## src/wtab_pkg.sv

```systemverilog
package wtab_pkg;

   // register map of the configuration port
   typedef enum logic [2:0] {
      CSR_FULL_SCALE    = 3'd0,
      CSR_BCD_MODE      = 3'd1,
      CSR_BCD_SIGNED    = 3'd2,
      CSR_INVERT_OUTPUT = 3'd3,
      CSR_ERROR_LOW     = 3'd4,
      CSR_DIGIT_START   = 3'd5
   } csr_index_type;

   localparam int unsigned WEIGHT_W = 20;
   localparam int unsigned CODE_W   = 16;
   localparam int unsigned NUM_W    = 32;
   localparam int unsigned BCD_W    = 24;
   localparam int unsigned DIGITS   = 6;

   localparam logic [WEIGHT_W-1:0] WEIGHT_MAX      = 20'd999999;
   localparam logic [WEIGHT_W-1:0] FULL_SCALE_RST  = 20'd999999;
   localparam logic [1:0]          DIGIT_START_RST = 2'd1;
   localparam logic [11:0]         ANALOG_SPAN     = 12'd4095;
   localparam logic [CODE_W-1:0]   ANALOG_ERR_CODE = 16'h0FFF;
   localparam logic [CODE_W-1:0]   BCD_CLAMP       = 16'h7999;
   localparam logic [CODE_W-1:0]   BCD_SIGN        = 16'h8000;

   localparam logic [1:0] FUNC_NEVER  = 2'd0;
   localparam logic [1:0] FUNC_ALWAYS = 2'd2;

   // pipeline shape: quotient bits and double-dabble shifts per stage
   localparam int unsigned NSTG          = 8;
   localparam int unsigned DIV_PER_STG   = 2;
   localparam int unsigned DD_PER_STG    = 3;
   localparam int unsigned DD_STEPS      = WEIGHT_W;

   typedef struct packed {
      logic [WEIGHT_W-1:0] weight;
      logic                err;
      logic                zero;
      logic                over;
      logic                neg;
   } front_type;

   typedef struct packed {
      logic                err;
      logic                zero;
      logic                over;
      logic                neg;
      logic                ovf;
      logic [WEIGHT_W-1:0] rem;
      logic [CODE_W-1:0]   dq;
      logic [BCD_W-1:0]    bcd;
      logic [WEIGHT_W-1:0] src;
   } mid_type;

endpackage

```

## src/weight_to_analog_or_bcd_code.sv

```systemverilog
// Weight to output code encoder: analog DAC word or packed BCD digits.
// Input channel req_*: one word per accepted cycle (req_valid high, req_stall
// low) carrying function code, weight magnitude and zero/overload/negative
// flags. Result channel rsp_*: one 16-bit code per input word, in order;
// the receiver holds rsp_stall high to keep the word on the port.
// Config channel csr_*: register index and data, always ready. Write it only
// while the pipeline is empty.
// Throughput is one word per cycle while the output is not stalled. Words
// pass through an input stage, a multiply stage, the restoring divider for
// weight*4095/full_scale (two quotient bits per stage over 8 stages, with
// the binary to BCD shifts running alongside in the same stages) and the
// output register.
// Each stage advances whenever the stage after it is empty or moving, so
// bubbles close up while the output stalls; only a full pipeline raises
// req_stall. Reset empties every stage and loads the register defaults:
// full scale 999999, analog mode, no inversion, error code high, first
// digit one.
module weight_to_analog_or_bcd_code
   import wtab_pkg::*;
(
   input  logic                clock,
   input  logic                reset,
   input  logic                req_valid,
   output logic                req_stall,
   input  logic [1:0]          req_func,
   input  logic [WEIGHT_W-1:0] req_weight,
   input  logic                req_zero_flag,
   input  logic                req_overload_flag,
   input  logic                req_negative_flag,
   output logic                rsp_valid,
   input  logic                rsp_stall,
   output logic [CODE_W-1:0]   rsp_code,
   input  logic                csr_valid,
   output logic                csr_ready,
   input  logic [2:0]          csr_index,
   input  logic [WEIGHT_W-1:0] csr_data
);

   logic [WEIGHT_W-1:0] full_scale_ff;
   logic                bcd_mode_ff;
   logic                bcd_signed_ff;
   logic                invert_output_ff;
   logic                error_low_ff;
   logic [1:0]          digit_start_ff;
   logic [WEIGHT_W-1:0] fs_eff;

   front_type           s0_ff;
   front_type           s0_in;
   logic                s0_v_ff;
   logic                s0_rdy;

   mid_type             mid_ff   [0:NSTG];
   mid_type             mid_in   [0:NSTG];
   logic [NSTG:0]       mid_v_ff;
   logic [NSTG:0]       mid_rdy;

   logic                rsp_valid_ff;
   logic [CODE_W-1:0]   code_ff;
   logic [CODE_W-1:0]   code_in;
   logic                out_rdy;

   // configuration registers
   assign csr_ready = 1'b1;

   always_ff @(posedge clock) begin
      if (reset) begin
         full_scale_ff    <= FULL_SCALE_RST;
         bcd_mode_ff      <= 1'b0;
         bcd_signed_ff    <= 1'b0;
         invert_output_ff <= 1'b0;
         error_low_ff     <= 1'b0;
         digit_start_ff   <= DIGIT_START_RST;
      end else if (csr_valid && csr_ready) begin
         unique case (csr_index)
            CSR_FULL_SCALE:    full_scale_ff    <= csr_data;
            CSR_BCD_MODE:      bcd_mode_ff      <= csr_data[0];
            CSR_BCD_SIGNED:    bcd_signed_ff    <= csr_data[0];
            CSR_INVERT_OUTPUT: invert_output_ff <= csr_data[0];
            CSR_ERROR_LOW:     error_low_ff     <= csr_data[0];
            CSR_DIGIT_START:   digit_start_ff   <= csr_data[1:0];
            default: ;
         endcase
      end
   end

   assign fs_eff = (full_scale_ff == '0) ? WEIGHT_W'(1) : full_scale_ff;

   // flow control: a stage loads when empty or when its successor loads
   assign out_rdy = !rsp_valid_ff || !rsp_stall;

   always_comb begin
      mid_rdy[NSTG] = !mid_v_ff[NSTG] || out_rdy;
      for (int k = NSTG - 1; k >= 0; k--) begin
         mid_rdy[k] = !mid_v_ff[k] || mid_rdy[k+1];
      end
   end

   assign s0_rdy    = !s0_v_ff || mid_rdy[0];
   assign req_stall = !s0_rdy;

   // input stage: saturate weight, resolve error condition
   always_comb begin
      s0_in.weight = (req_weight > WEIGHT_MAX) ? WEIGHT_MAX : req_weight;
      s0_in.err    = (req_func != FUNC_NEVER) &&
                     ((req_func == FUNC_ALWAYS) || req_overload_flag);
      s0_in.zero   = req_zero_flag;
      s0_in.over   = req_overload_flag;
      s0_in.neg    = req_negative_flag;
   end

   always_ff @(posedge clock) begin
      if (reset) begin
         s0_v_ff <= 1'b0;
      end else if (s0_rdy) begin
         s0_v_ff <= req_valid;
      end
   end

   always_ff @(posedge clock) begin
      if (req_valid && s0_rdy) begin
         s0_ff <= s0_in;
      end
   end

   // multiply stage: numerator and overflow check against full scale
   always_comb begin
      logic [NUM_W-1:0] num;
      logic [WEIGHT_W-1:0] hi;
      num = {12'b0, s0_ff.weight} * {20'b0, ANALOG_SPAN};
      hi  = {4'b0, num[NUM_W-1:CODE_W]};
      mid_in[0].err  = s0_ff.err;
      mid_in[0].zero = s0_ff.zero;
      mid_in[0].over = s0_ff.over;
      mid_in[0].neg  = s0_ff.neg;
      // quotient above 16 bits saturates
      mid_in[0].ovf  = (hi >= fs_eff);
      mid_in[0].rem  = (hi >= fs_eff) ? '0 : hi;
      mid_in[0].dq   = num[CODE_W-1:0];
      mid_in[0].bcd  = '0;
      mid_in[0].src  = s0_ff.weight;
   end

   // divider / double-dabble stages
   for (genvar g = 0; g < NSTG; g++) begin : g_stage
      always_comb begin
         mid_type s;
         logic [WEIGHT_W:0] r21;
         logic qb;
         s = mid_ff[g];
         for (int j = 0; j < DIV_PER_STG; j++) begin
            r21 = {s.rem, s.dq[CODE_W-1]};
            qb  = 1'b0;
            if (r21 >= {1'b0, fs_eff}) begin
               r21 = r21 - {1'b0, fs_eff};
               qb  = 1'b1;
            end
            s.rem = r21[WEIGHT_W-1:0];
            s.dq  = {s.dq[CODE_W-2:0], qb};
         end
         for (int j = 0; j < DD_PER_STG; j++) begin
            if (g * DD_PER_STG + j < DD_STEPS) begin
               for (int d = 0; d < DIGITS; d++) begin
                  if (s.bcd[4*d +: 4] >= 4'd5) begin
                     s.bcd[4*d +: 4] = s.bcd[4*d +: 4] + 4'd3;
                  end
               end
               {s.bcd, s.src} = {s.bcd[BCD_W-2:0], s.src, 1'b0};
            end
         end
         mid_in[g+1] = s;
      end
   end

   always_ff @(posedge clock) begin
      if (reset) begin
         mid_v_ff <= '0;
      end else begin
         if (mid_rdy[0]) begin
            mid_v_ff[0] <= s0_v_ff;
         end
         for (int k = 1; k <= NSTG; k++) begin
            if (mid_rdy[k]) begin
               mid_v_ff[k] <= mid_v_ff[k-1];
            end
         end
      end
   end

   always_ff @(posedge clock) begin
      if (mid_rdy[0] && s0_v_ff) begin
         mid_ff[0] <= mid_in[0];
      end
      for (int k = 1; k <= NSTG; k++) begin
         if (mid_rdy[k] && mid_v_ff[k-1]) begin
            mid_ff[k] <= mid_in[k];
         end
      end
   end

   // output formatting
   always_comb begin
      logic [CODE_W-1:0] packed_bcd;
      logic [CODE_W-1:0] y;
      case (digit_start_ff)
         2'd2:    packed_bcd = mid_ff[NSTG].bcd[19:4];
         2'd3:    packed_bcd = mid_ff[NSTG].bcd[15:0];
         default: packed_bcd = mid_ff[NSTG].bcd[23:8];
      endcase
      if (!bcd_mode_ff) begin
         y = mid_ff[NSTG].ovf ? '1 : mid_ff[NSTG].dq;
         if (mid_ff[NSTG].zero) begin
            y = '0;
         end
         if (invert_output_ff) begin
            y = ~y;
         end
         if (mid_ff[NSTG].err) begin
            y = error_low_ff ? '0 : ANALOG_ERR_CODE;
         end
      end else if (bcd_signed_ff) begin
         // inversion is not applied on the signed path
         y = (packed_bcd > BCD_CLAMP) ? BCD_CLAMP : packed_bcd;
         if (mid_ff[NSTG].neg) begin
            y = y | BCD_SIGN;
         end
         if (mid_ff[NSTG].err) begin
            y = error_low_ff ? '0 : '1;
         end
      end else begin
         y = packed_bcd;
         if (mid_ff[NSTG].err) begin
            y = error_low_ff ? '0 : '1;
         end
         if (invert_output_ff && !mid_ff[NSTG].over) begin
            y = ~y;
         end
      end
      code_in = y;
   end

   always_ff @(posedge clock) begin
      if (reset) begin
         rsp_valid_ff <= 1'b0;
      end else if (out_rdy) begin
         rsp_valid_ff <= mid_v_ff[NSTG];
      end
   end

   always_ff @(posedge clock) begin
      if (out_rdy && mid_v_ff[NSTG]) begin
         code_ff <= code_in;
      end
   end

   assign rsp_valid = rsp_valid_ff;
   assign rsp_code  = code_ff;

   // the input stage never pushes back while it is empty
   a_stall_needs_word: assert property (@(posedge clock) disable iff (reset)
      req_stall |-> s0_v_ff)
      else $error("input stalled with empty front stage");

   // a word blocked in the front stage stays there
   a_front_holds: assert property (@(posedge clock) disable iff (reset)
      s0_v_ff && !mid_rdy[0] |=> s0_v_ff)
      else $error("front stage word lost while blocked");

   // last stage blocked by the output keeps its word
   a_last_holds: assert property (@(posedge clock) disable iff (reset)
      mid_v_ff[NSTG] && !out_rdy |=> mid_v_ff[NSTG])
      else $error("last stage word lost while output stalled");

   // conversion finished: every nibble is a decimal digit
   a_bcd_digits: assert property (@(posedge clock) disable iff (reset)
      mid_v_ff[NSTG] |-> (mid_ff[NSTG].bcd[3:0] <= 4'd9) &&
                         (mid_ff[NSTG].bcd[7:4] <= 4'd9) &&
                         (mid_ff[NSTG].bcd[11:8] <= 4'd9) &&
                         (mid_ff[NSTG].bcd[15:12] <= 4'd9) &&
                         (mid_ff[NSTG].bcd[19:16] <= 4'd9) &&
                         (mid_ff[NSTG].bcd[23:20] <= 4'd9))
      else $error("binary to BCD produced a non-decimal digit");

endmodule

```

## config.mk

```make
export PLATFORM = sky130hd
export DESIGN_NAME = weight_to_analog_or_bcd_code
export DESIGN_NICKNAME = d
export VERILOG_FILES = /design/src/wtab_pkg.sv /design/src/weight_to_analog_or_bcd_code.sv
export SDC_FILE = /design/constraint.sdc
export NUM_CORES = 2
export LEC_CHECK = 0
export ABC_AREA = 1
export BUFFER_PORTS_ARGS = -buffer_cell sky130_fd_sc_hd__buf_2
export CORE_MARGIN = 2
export CORE_UTILIZATION = 45
export DETAILED_ROUTE_END_ITERATION = 10
export PLACE_DENSITY = 0.65
export SYNTH_ARGS = -nofsm -noshare
export SYNTH_HDL_FRONTEND = slang
export SYNTH_SLANG_ARGS = --single-unit
```

## constraint.sdc

```tcl
create_clock -name clock -period 8.2 [get_ports clock]
set_clock_uncertainty 0.15 [all_clocks]
set_input_delay 1.64 -clock clock [delete_from_list [all_inputs] [get_ports clock]]
set_output_delay 1.64 -clock clock [all_outputs]
set_load 0.02 [all_outputs]
```

* Word level (Yosys, flattened, before mapping) *
Memory sizes are Yosys's and may differ from the RTL's.
Cells that the tools add are included.

storage, ports and cells
  flip-flop bits (word level) = 77
  RAM bits = 765
  input bits = 53
  output and inout port bits = 19
  logic and storage cells = 547
  memories kept = 1

cells by class
  add/sub/neg operators = 136
  multiply operators = 1
  $lt $le $gt $ge = 139
  equality and inequality tests = 8
  multiplexer cells = 189
  bitwise operators = 2
  reduce and logical (&&, ||, !) cells = 48

memory list
  memory  depth  bits a word  read ports  clocked after Yosys merged registers in  wr ports  RTL line                            text
  mid_ff  9      85           9           0                                        9         weight_to_analog_or_bcd_code.sv:52  mid_type mid_ff [0:NSTG];

operators by type and width
  operator                                                                 number
  4-bit by 3-bit >= comparator with 1-bit output (second input constant)   120
  4-bit by 2-bit adder with 4-bit output (second input constant)           100
  4-bit two-way mux                                                        100
  20-bit two-way mux                                                       17
  21-bit by 20-bit >= comparator with 1-bit output                         16
  20-bit subtractor                                                        16
  16-bit two-way mux                                                       16
  3-bit by 2-bit adder with 3-bit output (second input constant)           20
  3-bit two-way mux                                                        20
  1-bit two-way mux                                                        34
  20-bit by 12-bit multiplier with 32-bit output (second input constant)   1
  16-bit inverter                                                          2
  16-bit one-hot mux with 2 select lines                                   1
  16-bit by 20-bit >= comparator with 1-bit output                         1
  20-bit > comparator (second input constant)                              1
  20-bit logical NOT                                                       1
  16-bit by 15-bit > comparator with 1-bit output (second input constant)  1
  1-bit logical NOT                                                        14
  1-bit logical AND                                                        13
  1-bit logical OR                                                         12
  12-bit two-way mux                                                       1
  2-bit AND reduction                                                      6
  2-bit equality test (second input constant)                              3
  3-bit by 2-bit equality test with 1-bit output (second input constant)   2
  other kinds (4)                                                          5

* Logic depth before layout (Yosys ltp) *
  depth in word-level cells = 14
  gate-level depth with buffers = 33
  gate-level depth less buffers = 31

* Least setup slack after synthesis *
OpenSTA, ideal clock, no wires.

  path kind = register to register
  start = register full_scale_ff[19]
  end = memory mid_ff[0][400] in the netlist's numbering (data pin)
  setup time = 254 ps
  arrival time = 5,838 ps
  required time = 7,796 ps
  path slack = 1,959 ps
  stages on the path, launching flop included = 29
  buffers on the path = 2
  period minus slack after synthesis = 6,241 ps
  path through = dfxtp_1 > inv_1 > nand2_1 > nor2_1 > nand2_1 > o41ai_1 > ha_1 > inv_1 > fa_1 > nand2_1 > nand3_1 > a21o_1 > or2_2 > nand3_1 > nand2_1 > ha_1 > clkbuf_1 > nand4_1 > nor2_1 > nand4_1 > nand3_1 > nand2_1 > nand2_1 > nand2_1 > inv_1 > nor2_1 > buf_4 > nand3_1 > nand2_1

RTL lines
  item                    RTL line                            text
  from (decl)             weight_to_analog_or_bcd_code.sv:39  logic [WEIGHT_W-1:0] full_scale_ff;
  from (signal assigned)  weight_to_analog_or_bcd_code.sv:75  CSR_FULL_SCALE: full_scale_ff <= csr_data;
  to (decl)               weight_to_analog_or_bcd_code.sv:52

==> key figures <==
Outcome
  – Outcome: finished clean

Placed design
  – PortBufs: 70
  – Final HPWL DP: 117000 um
  – Place WS: 984 ps
  – GPL Wtd Cong: about 0.96

Drt
  – Antenna viol nets, final: 0
  – Drt wl/cell: around 18 um
  – DR iter-0 viols: 3704
  – Residual DRC: 0
  – Drt first pass iters: 6
  – Final WL: about 150000 um
  – Vias per inst: between 5 and 6
  – Via Count: 45649

Power and ir drop
  – P per Cell Area: roughly 330 nW/um^2
  – Worst ir drop on vdd: between 0.5 and 0.6 mV
  – Pleak: 27.1 nW

Logic synthesis
  – Yosys top cell by area: edfxtp_1
  – Synth Area per Inst: between 7 and 8 um^2
  – Fraction of registers with async set or reset after synthesis: 0%
  – Yosys top cell area share: between 30% and 40%
  – Post-synth cell types: 55
  – Post-synth EDFFs: 580
  – #FFs+latches synth: 617
  – Syn Nets: around 7500
  – Post-synthesis sequential area ratio: around a third
  – Ranking of synthesized cells by area: edfxtp_1 33%, nand2_1 14%, ha_1 12%
  – Synth warn: 0
  – Mapped Cells: 6803
  – Synth Cell Area: roughly 53000 um^2
  – Synth Flop Type: edfxtp_1

STA
  – Setup violators final: 0
  – Hold violation total from the final report: 0
  – Final worst setup slack: 976 ps
  – Final min period: roughly 7200 ps
  – RSZ-0062 raised after global routing: false
  – Final period util: between 80% and 90%
  – Peak Freq: ~140 MHz
  – Setup TNS: 0 ps
  – Max Slew Vio Count: 0
  – Worst slew margin relative to its limit: between 20% and 30%
  – Worst slew pin tran: around 1100 ps

Job
  – Max_cap viols: 0

Layout
  – Area growth from synthesis to layout: 9.01%
  – Fraction of layout cells with a size suffix above 1: under 10%
  – Final net count: approximately 7600
  – # diodes: 0
  – Most frequent cells in the layout: 1973 x nand2_1, 910 x inv_1, 580 x edfxtp_1
  – Most common cell after layout, fill and taps aside: nand2_1

Clock network
  – Setup Buffers After CTS: 0
  – Max Buffers Root-to-Sink: 3
  – CTS HTree Levels: 3
  – Worst-skew pair later-pin latency: approximately 660 ps
  – Hold buffers post-CTS: 0
  – Number of buffers created by CTS: 72
  – Root Driver: clkbuf_16
  – Sink Count: just over 600
  – CTS tree: built
  – Cts repair resizes: 0
  – CTS clock-pin slew for the worst setup and hold paths: ~60 ps

Floorplanning
  – Die X: 347 um
  – Initial core utilization: between 40 and 50%
  – IO Pins: 72
  – Floorplan row count: 125
  – Die area: 121000 um^2
  – Core area: 117000 um^2
  – DIE HEIGHT: 347 um

Worst setup path
  – Family with the most delay on the worst path: adder cells
  – Critical Path, Cell by Cell: fa_1 -> inv_1 -> fa_1 -> inv_1 -> fa_1 -> fa_1 -> inv_1 -> fa_1 -> inv_1 -> ha_1 -> a21oi_1 -> o21ai_0 -> a21oi_1 -> nand3_1 -> a21boi_0 -> xor2_1 -> inv_1 -> ha_1 -> a21oi_1 -> o221ai_1 -> nand2_1 -> nand4_1 -> a21oi_1
  – Crit path largest cell delay: roughly 730 ps
  – Critical Path RT: around 8500 ps
  – Crit path buf inv count: 5
  – CP max-delay cell: fa_1
  – WS Path Type: reg2reg
  – Worst EP arrival: 7530 ps
  – CP max FO: 17
  – Worst setup EP type: flip-flop
  – Critical Path Source Type: flip-flop

GRT
  – Initial antenna violation count: 3
  – GR Overflow Total: 0
  – Vias in the first global route: between 40000 and 50000
  – First-pass GRT wire length: between 200000 and 250000 um
  – Largest net degree at the start of global routing: slightly above 60
  – GRT Total Usage: between 20% and 30%

Worst hold path
  – Hold Crit Class: reg2reg
registers in the layout, summed over array words and instances (netlist names), 2 cells and up:
name and cells:
digit_start_ff 2, full_scale_ff 20, mid_ff 540, mid_in 24, mid_v_ff 9, rsp_code 16
kinds of logic after synthesis:
kind of cell               synth area share (%)
and+or+nand+nor                            25.8
other                                   0.00707
AOI/OAI and AO/OA                          10.4
buffers and inverters                      7.75
muxes                                    0.0212
DFF                                        34.2
xor gates and xnor gates                   4.51
adders and majority gates                  17.3
worst register-to-register path: cells and delay by family, from the launching register on:
| kind | cells | cell delay (ps) |
|---|---|---|
| adders and majority gates | 7 | 3490 |
| AOI/OAI and AO/OA | 7 | 1470 |
| xor gates and xnor gates | 1 | 240 |
| DFF | 1 | 490 |
| buffers and inverters | 5 | 380 |
| and+or+nand+nor | 3 | 830 |
stage by stage:
step | hold slack, ps | utilization, % | instances | instance area, um^2 | power (mW)
after floorplan | 250 | - | 6803 | 53000 | 12.9
after global placement | 251 | 47.4 | 8355 | 55300 | 15.7
after detailed placement | 255 | 47.4 | 8355 | 55300 | 15.8
after CTS | 252 | 49.6 | 8487 | 57800 | 19.3
after global routing | 256 | 49.6 | 8487 | 57800 | 21.1
final | 249 | 49.6 | 8487 | 57800 | 19.2
synth_stat cells (3+ instances only):
library cell / count
nand2_1: 1973
inv_1: 915
edfxtp_1: 580
ha_1: 512
a21oi_1: 452
nor2_1: 451
o21ai_0: 373
nand3_1: 352
nand4_1: 189
xor2_1: 171
fa_1: 138
xnor2_1: 102
nand3b_1: 59
nor3_1: 46
buf_2: 44
or2_2: 44
o21ai_1: 38
dfxtp_1: 37
o21ai_2: 36
clkbuf_1: 35
o21bai_1: 29
nor4_1: 26
o211ai_1: 25
buf_4: 23
a31oi_1: 15
and2_1: 14
nor2_2: 14
o21a_1: 14
inv_2: 13
a21boi_0: 9
a21o_1: 9
nand3_2: 9
buf_6: 8
nand2_2: 4
nand4_4: 4
nor2_4: 4
nor3_2: 4
o2111ai_1: 4
nor2b_1: 3
o221ai_1: 3
o22ai_1: 3
area by class of cell:
| cell class | instances | area (um^2) |
|---|---|---|
| Clock buffer | 87 | 1940 |
| Clock inverter | 45 | 604 |
| Fill cell | 11139 | 58700 |
| Inverter | 930 | 3490 |
| Multi-Input combinational cell | 5144 | 30800 |
| Sequential cell | 617 | 18200 |
| Tap cell | 1524 | 1910 |
| Timing Repair Buffer | 140 | 901 |
path summary, 6_finish.rpt:
kind                             start                          end  slack (ps)  depth (start not counted)
max          mid_in[686]$_SDFFCE_PN0P_  mid_ff[0][67]$_SDFFCE_PP0P_         980                         23
min           mid_ff[0][389]$_DFFE_PP_     mid_ff[0][476]$_DFFE_PP_         250                          0
max reg2reg  mid_in[686]$_SDFFCE_PN0P_  mid_ff[0][67]$_SDFFCE_PP0P_         980                         23
min reg2reg   mid_ff[0][389]$_DFFE_PP_     mid_ff[0][476]$_DFFE_PP_         250                          0
report_power, final:
group	internal [mW]	switching [mW]	leakage [nW]
logic	4.23	7.40	20.3
registers	4.01	0.0993	5.59
clock network	2.03	1.38	1.23
per-layer routing:
| metal | GRT usage, % | wire [um] |
|---|---|---|
| met1 | 35.4 | 69500 |
| met2 | 38.9 | 65900 |
| met3 | 3.08 | 10100 |
| met4 | 7.63 | 4520 |
| met5 | 0 | 0 |
Note: power is estimated with default switching activity, not from simulation.
